<file path="config.mk">
export PLATFORM = sky130hd
export DESIGN_NAME = packet_ring_queue_core
export DESIGN_NICKNAME = d
export VERILOG_FILES = /design/src/rtl/prq_pkg.sv /design/src/rtl/prq_ram.sv /design/src/rtl/prq_out_buf.sv /design/src/rtl/packet_ring_queue_core.sv
export SDC_FILE = /design/constraint.sdc
export NUM_CORES = 2
export LEC_CHECK = 0
export BUFFER_PORTS_ARGS = -buffer_cell sky130_fd_sc_hd__buf_2
export CAP_MARGIN = 10
export CORE_ASPECT_RATIO = 0.7
export CORE_UTILIZATION = 40
export CTS_CLUSTER_SIZE = 8
export DETAILED_ROUTE_END_ITERATION = 16
export PLACE_DENSITY = 0.59
export SLEW_MARGIN = 20
export SYNTH_ARGS = -nofsm -noshare
export SYNTH_HDL_FRONTEND = slang
export SYNTH_MEMORY_MAX_BITS = 65536
export SYNTH_SLANG_ARGS = --single-unit
</file>
<file path="constraint.sdc">
create_clock -name clk -period 15.15 [get_ports clk]
set_input_delay 3.03 -clock clk [delete_from_list [all_inputs] [get_ports clk]]
set_output_delay 3.03 -clock clk [all_outputs]
set_load 0.01 [all_outputs]
</file>
<file path="src/rtl/prq_pkg.sv">
// ============================================================================
// prq_pkg
// Shared types and constants of the packet ring queue: request and status
// codes, field widths and the record carried by every result transfer.
// ============================================================================
package prq_pkg;

    // Default geometry of the queue
    localparam int DEPTH_DEF       = 8;
    localparam int FRAME_BYTES_DEF = 64;

    // Fixed widths of the stream fields
    localparam int REQ_W     = 2;
    localparam int BYTE_W    = 8;
    localparam int STATUS_W  = 3;
    localparam int OUT_LEN_W = 7;
    localparam int COUNT_W   = 4;
    localparam int DROPS_W   = 32;
    localparam int IN_DATA_W  = 8;
    localparam int OUT_DATA_W = 56;
    localparam int OUT_PAD_W  = OUT_DATA_W - BYTE_W - OUT_LEN_W - 1 - COUNT_W - DROPS_W;

    // Request codes
    localparam logic [REQ_W-1:0] REQ_PUSH  = 2'd0;
    localparam logic [REQ_W-1:0] REQ_POP   = 2'd1;
    localparam logic [REQ_W-1:0] REQ_CLEAR = 2'd2;

    // Status codes
    localparam logic [STATUS_W-1:0] ST_BYTE     = 3'd0;
    localparam logic [STATUS_W-1:0] ST_ACCEPTED = 3'd1;
    localparam logic [STATUS_W-1:0] ST_REJECTED = 3'd2;
    localparam logic [STATUS_W-1:0] ST_DROPPED  = 3'd3;
    localparam logic [STATUS_W-1:0] ST_EMPTY    = 3'd4;
    localparam logic [STATUS_W-1:0] ST_CLEARED  = 3'd5;

    // One result item
    typedef struct packed {
        logic [BYTE_W-1:0]    byte_val;
        logic                 last;
        logic [STATUS_W-1:0]  status;
        logic [OUT_LEN_W-1:0] length;
        logic                 empty;
        logic [COUNT_W-1:0]   count;
        logic [DROPS_W-1:0]   drops;
    } prq_result_t;

    // Occupancy report of the output buffer towards the sequencer
    typedef struct packed {
        logic [1:0] level;
        logic       pop;
    } prq_buf_stat_t;

endpackage

</file>
<file path="src/rtl/prq_ram.sv">
// ============================================================================
// prq_ram
// Generic single-port-write, single-port-read RAM with a registered read.
// ============================================================================
module prq_ram #(
    parameter int WIDTH = 8,
    parameter int DEPTH = 16
) (
    input  logic                                   clk,
    input  logic                                   wr_en,
    input  logic [(DEPTH > 1 ? $clog2(DEPTH) : 1)-1:0] wr_addr,
    input  logic [WIDTH-1:0]                       wr_data,
    input  logic                                   rd_en,
    input  logic [(DEPTH > 1 ? $clog2(DEPTH) : 1)-1:0] rd_addr,
    output logic [WIDTH-1:0]                       rd_data
);

    logic [WIDTH-1:0] mem [DEPTH];

    // Write port and registered read port
    always_ff @(posedge clk)
    begin
        if (wr_en)
        begin
            mem[wr_addr] <= wr_data;
        end
        if (rd_en)
        begin
            rd_data <= mem[rd_addr];
        end
    end

endmodule

</file>
<file path="src/rtl/prq_out_buf.sv">
// ============================================================================
// prq_out_buf
// Two-entry output buffer: an output register backed by a skid register, so
// that results keep flowing while the receiver stalls.
// ============================================================================
module prq_out_buf (
    input  logic                 clk,
    input  logic                 rst_n,
    input  logic                 push,
    input  prq_pkg::prq_result_t push_res,
    output prq_pkg::prq_result_t out_res,
    output logic                 out_valid,
    input  logic                 out_ready,
    output prq_pkg::prq_buf_stat_t stat
);

    import prq_pkg::*;

    logic        head_valid_reg;
    logic        skid_valid_reg;
    prq_result_t head_reg;
    prq_result_t skid_reg;
    logic        pop;

    assign pop        = head_valid_reg & out_ready;
    assign out_valid  = head_valid_reg;
    assign out_res    = head_reg;
    assign stat.pop   = pop;
    assign stat.level = {1'b0, head_valid_reg} + {1'b0, skid_valid_reg};

    // Valid flags
    always_ff @(posedge clk or negedge rst_n)
    begin
        if (!rst_n)
        begin
            head_valid_reg <= 1'b0;
            skid_valid_reg <= 1'b0;
        end
        else
        begin
            case ({pop, push})
                2'b01:
                begin
                    if (head_valid_reg)
                    begin
                        skid_valid_reg <= 1'b1;
                    end
                    head_valid_reg <= 1'b1;
                end
                2'b10:
                begin
                    if (skid_valid_reg)
                    begin
                        skid_valid_reg <= 1'b0;
                    end
                    else
                    begin
                        head_valid_reg <= 1'b0;
                    end
                end
                default:
                begin
                end
            endcase
        end
    end

    // Payload registers
    always_ff @(posedge clk)
    begin
        case ({pop, push})
            2'b01:
            begin
                if (head_valid_reg)
                begin
                    skid_reg <= push_res;
                end
                else
                begin
                    head_reg <= push_res;
                end
            end
            2'b10:
            begin
                if (skid_valid_reg)
                begin
                    head_reg <= skid_reg;
                end
            end
            2'b11:
            begin
                if (skid_valid_reg)
                begin
                    head_reg <= skid_reg;
                    skid_reg <= push_res;
                end
                else
                begin
                    head_reg <= push_res;
                end
            end
            default:
            begin
            end
        endcase
    end

endmodule

</file>
<file path="src/rtl/packet_ring_queue_core.sv">
// ============================================================================
// packet_ring_queue_core
// Ring of frame slots with a drop counter, held in two synchronous RAMs.
// ============================================================================
// Usage: requests arrive on the s_axis channel (tuser selects push, pop or
// clear; tdata is the byte; tlast marks the final byte of a pushed frame).
// Results leave on the m_axis channel, tuser carrying the status and tlast
// the final result of a request.
// A frame end gives its status result through the result stage register and
// then the output buffer. A pop reads the slot length from the length RAM,
// then streams one byte per cycle from the byte RAM while the output buffer
// has room for a result. Empty, clear and status results likewise pass
// through the result stage register and then the output buffer.
// Only one request is in work at a time; s_axis_tready is high while the
// sequencer is idle and the output buffer has room for a result.
// A stalled receiver fills the two-entry output buffer, after which byte
// reads and new requests wait; nothing is lost.
// Reset empties the queue, zeroes the drop count, abandons any partial frame
// and flushes the output buffer. RAM contents are not cleared.
// ============================================================================
module packet_ring_queue_core #(
    parameter int DEPTH       = prq_pkg::DEPTH_DEF,
    parameter int FRAME_BYTES = prq_pkg::FRAME_BYTES_DEF
) (
    input  logic                            clk,
    input  logic                            rst_n,
    input  logic                            s_axis_tvalid,
    output logic                            s_axis_tready,
    input  logic [prq_pkg::IN_DATA_W-1:0]   s_axis_tdata,  // in_byte[7:0]
    input  logic [prq_pkg::REQ_W-1:0]       s_axis_tuser,  // req_type[1:0]
    input  logic                            s_axis_tlast,
    output logic                            m_axis_tvalid,
    input  logic                            m_axis_tready,
    // out_byte[7:0], out_length[14:8], is_empty[15], entry_count[19:16],
    // drops_seen[51:20], zero fill[55:52]
    output logic [prq_pkg::OUT_DATA_W-1:0]  m_axis_tdata,
    output logic [prq_pkg::STATUS_W-1:0]    m_axis_tuser,  // status[2:0]
    output logic                            m_axis_tlast
);

    import prq_pkg::*;

    localparam int SLOT_W  = (DEPTH > 1) ? $clog2(DEPTH) : 1;
    localparam int POS_W   = (FRAME_BYTES > 1) ? $clog2(FRAME_BYTES) : 1;
    localparam int LEN_W   = $clog2(FRAME_BYTES + 1);
    localparam int HELD_W  = $clog2(DEPTH + 1);
    localparam int BYTES_DEPTH = DEPTH * (2 ** POS_W);
    localparam int BADDR_W = $clog2(BYTES_DEPTH);

    typedef enum logic [2:0] {
        S_IDLE   = 3'b001,
        S_LEN    = 3'b010,
        S_STREAM = 3'b100
    } state_t;

    state_t              state_reg, state_next;
    logic [SLOT_W-1:0]   write_slot_reg, write_slot_next;
    logic [SLOT_W-1:0]   read_slot_reg, read_slot_next;
    logic [HELD_W-1:0]   held_reg, held_next;
    logic [DROPS_W-1:0]  drops_reg, drops_next;
    logic [LEN_W-1:0]    pos_reg, pos_next;
    logic                too_long_reg, too_long_next;
    logic                fas_reg, fas_next;
    logic [SLOT_W-1:0]   rd_slot_reg, rd_slot_next;
    logic [LEN_W-1:0]    len_reg, len_next;
    logic [POS_W-1:0]    beat_reg, beat_next;
    logic                s1_valid_reg, s1_valid_next;
    logic                s1_mem_reg, s1_mem_next;
    prq_result_t         s1_res_reg, s1_res_next;

    logic                accept;
    logic                credit;
    logic                fas_now;
    logic                room;
    logic                too_long_after;
    logic [LEN_W-1:0]    pos_after;
    logic [LEN_W-1:0]    len_fix;
    logic [LEN_W-1:0]    beat_inc;
    logic                beat_last;
    logic [31:0]         held_wide;
    logic [STATUS_W-1:0] res_status;
    logic                res_last;
    logic [LEN_W-1:0]    res_len;

    logic                bwr_en;
    logic                brd_en;
    logic [BADDR_W-1:0]  brd_addr;
    logic [BYTE_W-1:0]   brd_data;
    logic                lwr_en;
    logic                lrd_en;
    logic [LEN_W-1:0]    lrd_data;

    prq_result_t         buf_in;
    prq_result_t         buf_out;
    prq_buf_stat_t       buf_stat;

    // A result may be issued when buffer plus the stage in flight leave room
    assign credit = ({1'b0, buf_stat.level} + {2'b0, s1_valid_reg})
                    < (3'd2 + {2'b0, buf_stat.pop});
    assign s_axis_tready = (state_reg == S_IDLE) && credit;
    assign accept        = s_axis_tvalid && s_axis_tready;

    // Push bookkeeping derived from the frame state
    assign fas_now = (pos_reg == '0 && !too_long_reg) ?
                     (held_reg >= HELD_W'(DEPTH)) : fas_reg;
    assign room           = pos_reg < LEN_W'(FRAME_BYTES);
    assign pos_after      = room ? pos_reg + 1'b1 : pos_reg;
    assign too_long_after = too_long_reg | ~room;

    // Stored length, clamped into the legal range
    assign len_fix = (lrd_data > LEN_W'(FRAME_BYTES)) ? LEN_W'(FRAME_BYTES) :
                     ((lrd_data == '0) ? LEN_W'(1) : lrd_data);

    assign beat_inc  = LEN_W'(beat_reg) + 1'b1;
    assign beat_last = (beat_inc == len_reg);

    assign bwr_en   = accept && (s_axis_tuser == REQ_PUSH) && room && !fas_now;
    assign lwr_en   = accept && (s_axis_tuser == REQ_PUSH) && s_axis_tlast
                      && !too_long_after && !fas_now;
    assign lrd_en   = accept && (s_axis_tuser == REQ_POP) && (held_reg != '0);
    assign brd_en   = (state_reg == S_STREAM) && credit;
    assign brd_addr = BADDR_W'({rd_slot_reg, beat_reg});

    // Sequencer and state update
    always_comb
    begin
        state_next      = state_reg;
        write_slot_next = write_slot_reg;
        read_slot_next  = read_slot_reg;
        held_next       = held_reg;
        drops_next      = drops_reg;
        pos_next        = pos_reg;
        too_long_next   = too_long_reg;
        fas_next        = fas_reg;
        rd_slot_next    = rd_slot_reg;
        len_next        = len_reg;
        beat_next       = beat_reg;
        s1_valid_next   = 1'b0;
        s1_mem_next     = 1'b0;
        res_status      = ST_BYTE;
        res_last        = 1'b1;
        res_len         = '0;

        unique case (state_reg)
            S_IDLE:
            begin
                if (accept)
                begin
                    unique case (s_axis_tuser)
                        REQ_PUSH:
                        begin
                            if (s_axis_tlast)
                            begin
                                s1_valid_next = 1'b1;
                                pos_next      = '0;
                                too_long_next = 1'b0;
                                fas_next      = 1'b0;
                                if (too_long_after)
                                begin
                                    res_status = ST_REJECTED;
                                end
                                else if (fas_now)
                                begin
                                    res_status = ST_DROPPED;
                                    drops_next = drops_reg + 1'b1;
                                end
                                else
                                begin
                                    res_status      = ST_ACCEPTED;
                                    held_next       = held_reg + 1'b1;
                                    write_slot_next = (write_slot_reg == SLOT_W'(DEPTH - 1)) ?
                                                      '0 : write_slot_reg + 1'b1;
                                end
                            end
                            else
                            begin
                                pos_next      = pos_after;
                                too_long_next = too_long_after;
                                fas_next      = fas_now;
                            end
                        end
                        REQ_POP:
                        begin
                            if (held_reg == '0)
                            begin
                                s1_valid_next = 1'b1;
                                res_status    = ST_EMPTY;
                            end
                            else
                            begin
                                rd_slot_next   = read_slot_reg;
                                read_slot_next = (read_slot_reg == SLOT_W'(DEPTH - 1)) ?
                                                 '0 : read_slot_reg + 1'b1;
                                held_next      = held_reg - 1'b1;
                                state_next     = S_LEN;
                            end
                        end
                        REQ_CLEAR:
                        begin
                            s1_valid_next   = 1'b1;
                            res_status      = ST_CLEARED;
                            write_slot_next = '0;
                            read_slot_next  = '0;
                            held_next       = '0;
                            drops_next      = '0;
                            pos_next        = '0;
                            too_long_next   = 1'b0;
                            fas_next        = 1'b0;
                        end
                        default:
                        begin
                        end
                    endcase
                end
            end
            S_LEN:
            begin
                len_next   = len_fix;
                beat_next  = '0;
                state_next = S_STREAM;
            end
            S_STREAM:
            begin
                if (credit)
                begin
                    s1_valid_next = 1'b1;
                    s1_mem_next   = 1'b1;
                    res_status    = ST_BYTE;
                    res_last      = beat_last;
                    res_len       = len_reg;
                    beat_next     = beat_reg + 1'b1;
                    if (beat_last)
                    begin
                        state_next = S_IDLE;
                    end
                end
            end
            default:
            begin
                state_next = S_IDLE;
            end
        endcase

        held_wide            = 32'(held_next);
        s1_res_next.byte_val = '0;
        s1_res_next.last     = res_last;
        s1_res_next.status   = res_status;
        s1_res_next.length   = OUT_LEN_W'(res_len);
        s1_res_next.empty    = (held_next == '0);
        s1_res_next.count    = held_wide[COUNT_W-1:0];
        s1_res_next.drops    = drops_next;
    end

    // Control registers
    always_ff @(posedge clk or negedge rst_n)
    begin
        if (!rst_n)
        begin
            state_reg      <= S_IDLE;
            write_slot_reg <= '0;
            read_slot_reg  <= '0;
            held_reg       <= '0;
            drops_reg      <= '0;
            pos_reg        <= '0;
            too_long_reg   <= 1'b0;
            fas_reg        <= 1'b0;
            s1_valid_reg   <= 1'b0;
        end
        else
        begin
            state_reg      <= state_next;
            write_slot_reg <= write_slot_next;
            read_slot_reg  <= read_slot_next;
            held_reg       <= held_next;
            drops_reg      <= drops_next;
            pos_reg        <= pos_next;
            too_long_reg   <= too_long_next;
            fas_reg        <= fas_next;
            s1_valid_reg   <= s1_valid_next;
        end
    end

    // Payload registers of the sequencer and the result stage
    always_ff @(posedge clk)
    begin
        rd_slot_reg <= rd_slot_next;
        len_reg     <= len_next;
        beat_reg    <= beat_next;
        s1_mem_reg  <= s1_mem_next;
        s1_res_reg  <= s1_res_next;
    end

    // Frame byte store
    prq_ram #(
        .WIDTH (BYTE_W),
        .DEPTH (BYTES_DEPTH)
    ) u_bytes (
        .clk     (clk),
        .wr_en   (bwr_en),
        .wr_addr (BADDR_W'({write_slot_reg, pos_reg[POS_W-1:0]})),
        .wr_data (s_axis_tdata),
        .rd_en   (brd_en),
        .rd_addr (brd_addr),
        .rd_data (brd_data)
    );

    // Frame length store
    prq_ram #(
        .WIDTH (LEN_W),
        .DEPTH (DEPTH)
    ) u_lengths (
        .clk     (clk),
        .wr_en   (lwr_en),
        .wr_addr (write_slot_reg),
        .wr_data (pos_after),
        .rd_en   (lrd_en),
        .rd_addr (read_slot_reg),
        .rd_data (lrd_data)
    );

    // Merge the byte read back into the result
    always_comb
    begin
        buf_in = s1_res_reg;
        if (s1_mem_reg)
        begin
            buf_in.byte_val = brd_data;
        end
    end

    prq_out_buf u_out_buf (
        .clk       (clk),
        .rst_n     (rst_n),
        .push      (s1_valid_reg),
        .push_res  (buf_in),
        .out_res   (buf_out),
        .out_valid (m_axis_tvalid),
        .out_ready (m_axis_tready),
        .stat      (buf_stat)
    );

    // Output packing
    assign m_axis_tdata = {{OUT_PAD_W{1'b0}}, buf_out.drops, buf_out.count,
                           buf_out.empty, buf_out.length, buf_out.byte_val};
    assign m_axis_tuser = buf_out.status;
    assign m_axis_tlast = buf_out.last;

endmodule

</file>
==> impl_metrics.tcl <==
set metrics [dict create \
    status "complete, no violations" \
    drv_slew 0 \
    swShare_pct 21.67 \
    cp_top_family "simple AND/OR/NAND/NOR gates" \
    synth_edf_count 4295 \
    min_from "buf_in[40]" \
    ys_seq_elements 4401 \
    postRouteWirelength_mm 540.9 \
    p_comb_share_pct 4.0 \
    largest_register_ffs 4096 \
    setup_tns_ns 0 \
    fp-row-count 201 \
    synth_cell_type_count 87 \
    cts_sinks 4401 \
    p_leak_nw 59.27 \
    worstSkewPairLatency_ns 0.98 \
    synth-seq-area-share_pct 76.10 \
    fin_crit_ns 7.029 \
    grt_pass1_vias 92150 \
    arrival_ns 4.00 \
    ir_drop_mv 0.1032 \
    ios 77 \
    hold_buffers 0 \
    crit_path_end_kind "output pin" \
    power.density_nw_per_um2 138.2 \
    drtAntennaViolNets 0 \
    largest-register "u_bytes.mem" \
    cp_num_buf_inv 2 \
    grt_pass1_wl_mm 748.4 \
    core_um2 429000 \
    netlist_instances 9062 \
    async_reset_ff_share_pct 1.295 \
    overflow 0 \
    cp_cell_sequence "buf_2 > and3b_1 > nor2_1 > nor2_1 > buf_2" \
    htree_levels 6 \
    seqPwrFrac_pct 50.3 \
    first_pass_iters 6 \
    dp_hpwl_mm 329.6 \
    dr_total_vias 95980 \
    drv_cap 0 \
    multi_input_area_um2 38410 \
    drive_gt1_share_pct 18.84 \
    fin_hold_ws_ns 0.4174 \
    antenna_found_initial 53 \
    cts_buffer_depth 4 \
    finalCritPeriodShare_pct 46.39 \
    drtIter0Drc 14960 \
    worstSetupPathType "in -> out" \
    grt_max_degree 143 \
    die_h_um 551.7 \
    clkPwrFrac_pct 45.7 \
    slew_headroom_pct 11.76 \
    cpPeakStageDelay_ns 0.38 \
    p_sw_mw 5.875 \
    avgRoutedWirePerCell_um 35.54 \
    crit_path_start "m_axis_tready" \
    syn_area_per_cell_um2 19.05 \
    fillerInstances 35500 \
    rsz0062_at_grt "no" \
    hold_violations 0 \
    cts_tree "done" \
    ctsResizeCount 0 \
    drcViolationCount 0 \
    area_growth_pct 13.62 \
    setup_viol 0 \
    fmax_mhz 142.3 \
    start_util_pct 40.24 \
    worst_slew_pin_slew_ns 1.316 \
    clk_pin_slew_ns 0.05 \
    die_width_um 787.2 \
    start_kind "input pin" \
    r2r_start "pos_reg[0]" \
    ctsRootBufferMaster "clkbuf_16" \
    required_ns 12.12 \
    gp_congestion 0.8950 \
    vias_per_cell 6.307 \
    die_area_um2 434300 \
    nets 9449 \
    synth_flop_cell "edfxtp_1" \
    syn_area_um2 172600 \
    worstPathMaxFanout 5 \
    slowest_stage "nor2_1" \
    track_usage_pct 24.28 \
    finalClockSkew_ns 0.05406 \
    synth_warnings 0 \
    p_int_mw 21.24 \
    cts_setup_buffers 0 \
    cts_made_buffers 624 \
    portBuffers 72 \
    seq_area_um2 131400 \
    hp-class "reg -> reg" \
]
[layout by cell type (no fill, tap or decap), drive strengths merged, types with 12 or more instances in the layout]
| cell | n |
|---|---|
| and2 | 47 |
| nand2 | 220 |
| mux2 | 86 |
| a2111oi | 26 |
| edfxtp | 4295 |
| nor3 | 101 |
| diode | 17 |
| clkinv | 12 |
| a21oi | 190 |
| a211o | 14 |
| inv | 50 |
| dfrtp | 56 |
| mux4 | 636 |
| ha | 13 |
| or3 | 12 |
| o22ai | 226 |
| clkbuf | 688 |
| mux2i | 825 |
| o21ai | 124 |
| a22o | 14 |
| nand4 | 41 |
| nor2b | 26 |
| xnor2 | 21 |
| nor4 | 37 |
| a22oi | 43 |
| and3 | 19 |
| a211oi | 29 |
| dfxtp | 49 |
| a31oi | 53 |
| xor2 | 21 |
| o211ai | 15 |
| nor2 | 689 |
| nand3 | 93 |
| buf | 304 |
| o221ai | 259 |
[metrics by stage]
step / cells / worst slack, ns / cell area, um^2 / power (mW) / util, %
after global placement: 14480 / 8.098 / 179300 / 14.91 / 41.80
after detailed placement: 14480 / 7.971 / 179400 / 14.93 / 41.82
after CTS: 15200 / 8.145 / 196000 / 27.18 / 45.69
after global routing: 15200 / 8.064 / 196100 / 27.73 / 45.71
after floorplan: 9065 / 7.243 / 172700 / 14.24 / -
final: 15220 / 8.121 / 196200 / 27.11 / 45.72
[per-layer routing]
layer,vias to the layer above,wire length (um),GRT usage [%]
met2,7376,216600,32.18
met5,-,220,0
met3,838,85140,10.23
met4,32,13400,6.133
li1,37660,-,-
met1,50080,225500,36.57
[cell type report]
class | instances | area share, %
Antenna cell | 17 | 0.02169
Clock buffer | 688 | 8.245
Clock inverter | 36 | 0.2264
Inverter | 26 | 0.05804
Multi-Input combinational cell | 4063 | 19.58
Sequential cell | 4401 | 66.98
Tap cell | 5684 | 3.626
Timing Repair Buffer | 304 | 1.267
[power groups by stage]
stage	clock network, mW	registers [mW]	logic [mW]
after CTS	12.5	13.6	1.07
after floorplan	0	13.8	0.394
final	12.4	13.6	1.09
after global placement	0	13.9	1.05
after global routing	13.0	13.6	1.13
after detailed placement	0	13.9	1.07
[synthesized netlist by cell type (all sizes together), types with 37 or more instances]
cell | instances | area share, %
a21oi | 190 | 0.55
a31oi | 53 | 0.19
mux4 | 636 | 8.3
edfxtp | 4295 | 75
o221ai | 259 | 1.3
nor2 | 689 | 1.5
nand2 | 220 | 0.48
nand4 | 41 | 0.16
o22ai | 226 | 0.82
and2 | 47 | 0.17
nand3 | 93 | 0.29
o21ai | 124 | 0.36
a22oi | 43 | 0.19
dfrtp | 56 | 0.81
clkbuf | 280 | 0.61
buf | 295 | 1.3
dfxtp | 49 | 0.57
nor4 | 37 | 0.14
nor3 | 101 | 0.29
mux2 | 86 | 0.56
mux2i | 825 | 4.8
[worst register-to-register path, cell delays in order (launching register included)]
cell     delay (ns)
dfrtp_1        0.42
inv_1          0.15
ha_1           0.97
or3b_1         0.83
o21ai_2        0.42
nand2_1        0.16
nor4_4         0.22
buf_4          0.82
nand3_4        0.77
buf_4          0.66
nor2_1         0.67
[final timing paths]
check,slack (ns),endpoint,cells after the start
max reg2reg,8.66,u_bytes.mem[102][4],10
min reg2reg,0.42,u_out_buf.skid_reg[40],0
max in group asynchronous,12.33,drops_reg[11],2
max,8.12,s_axis_tready,5
min in group asynchronous,2.23,pos_reg[2],2
min,0.42,u_out_buf.skid_reg[40],0
[logic make-up after synthesis]
kind of cell,share of synthesized area (%)
DFF,76.10
and+or+nand+nor,3.607
muxes,13.64
AOI/OAI and AO/OA,4.398
buffers and inverters,1.920
adders and majority gates,0.1058
other,0.002172
xor gates and xnor gates,0.2261
(Power assumes the default switching activity.)
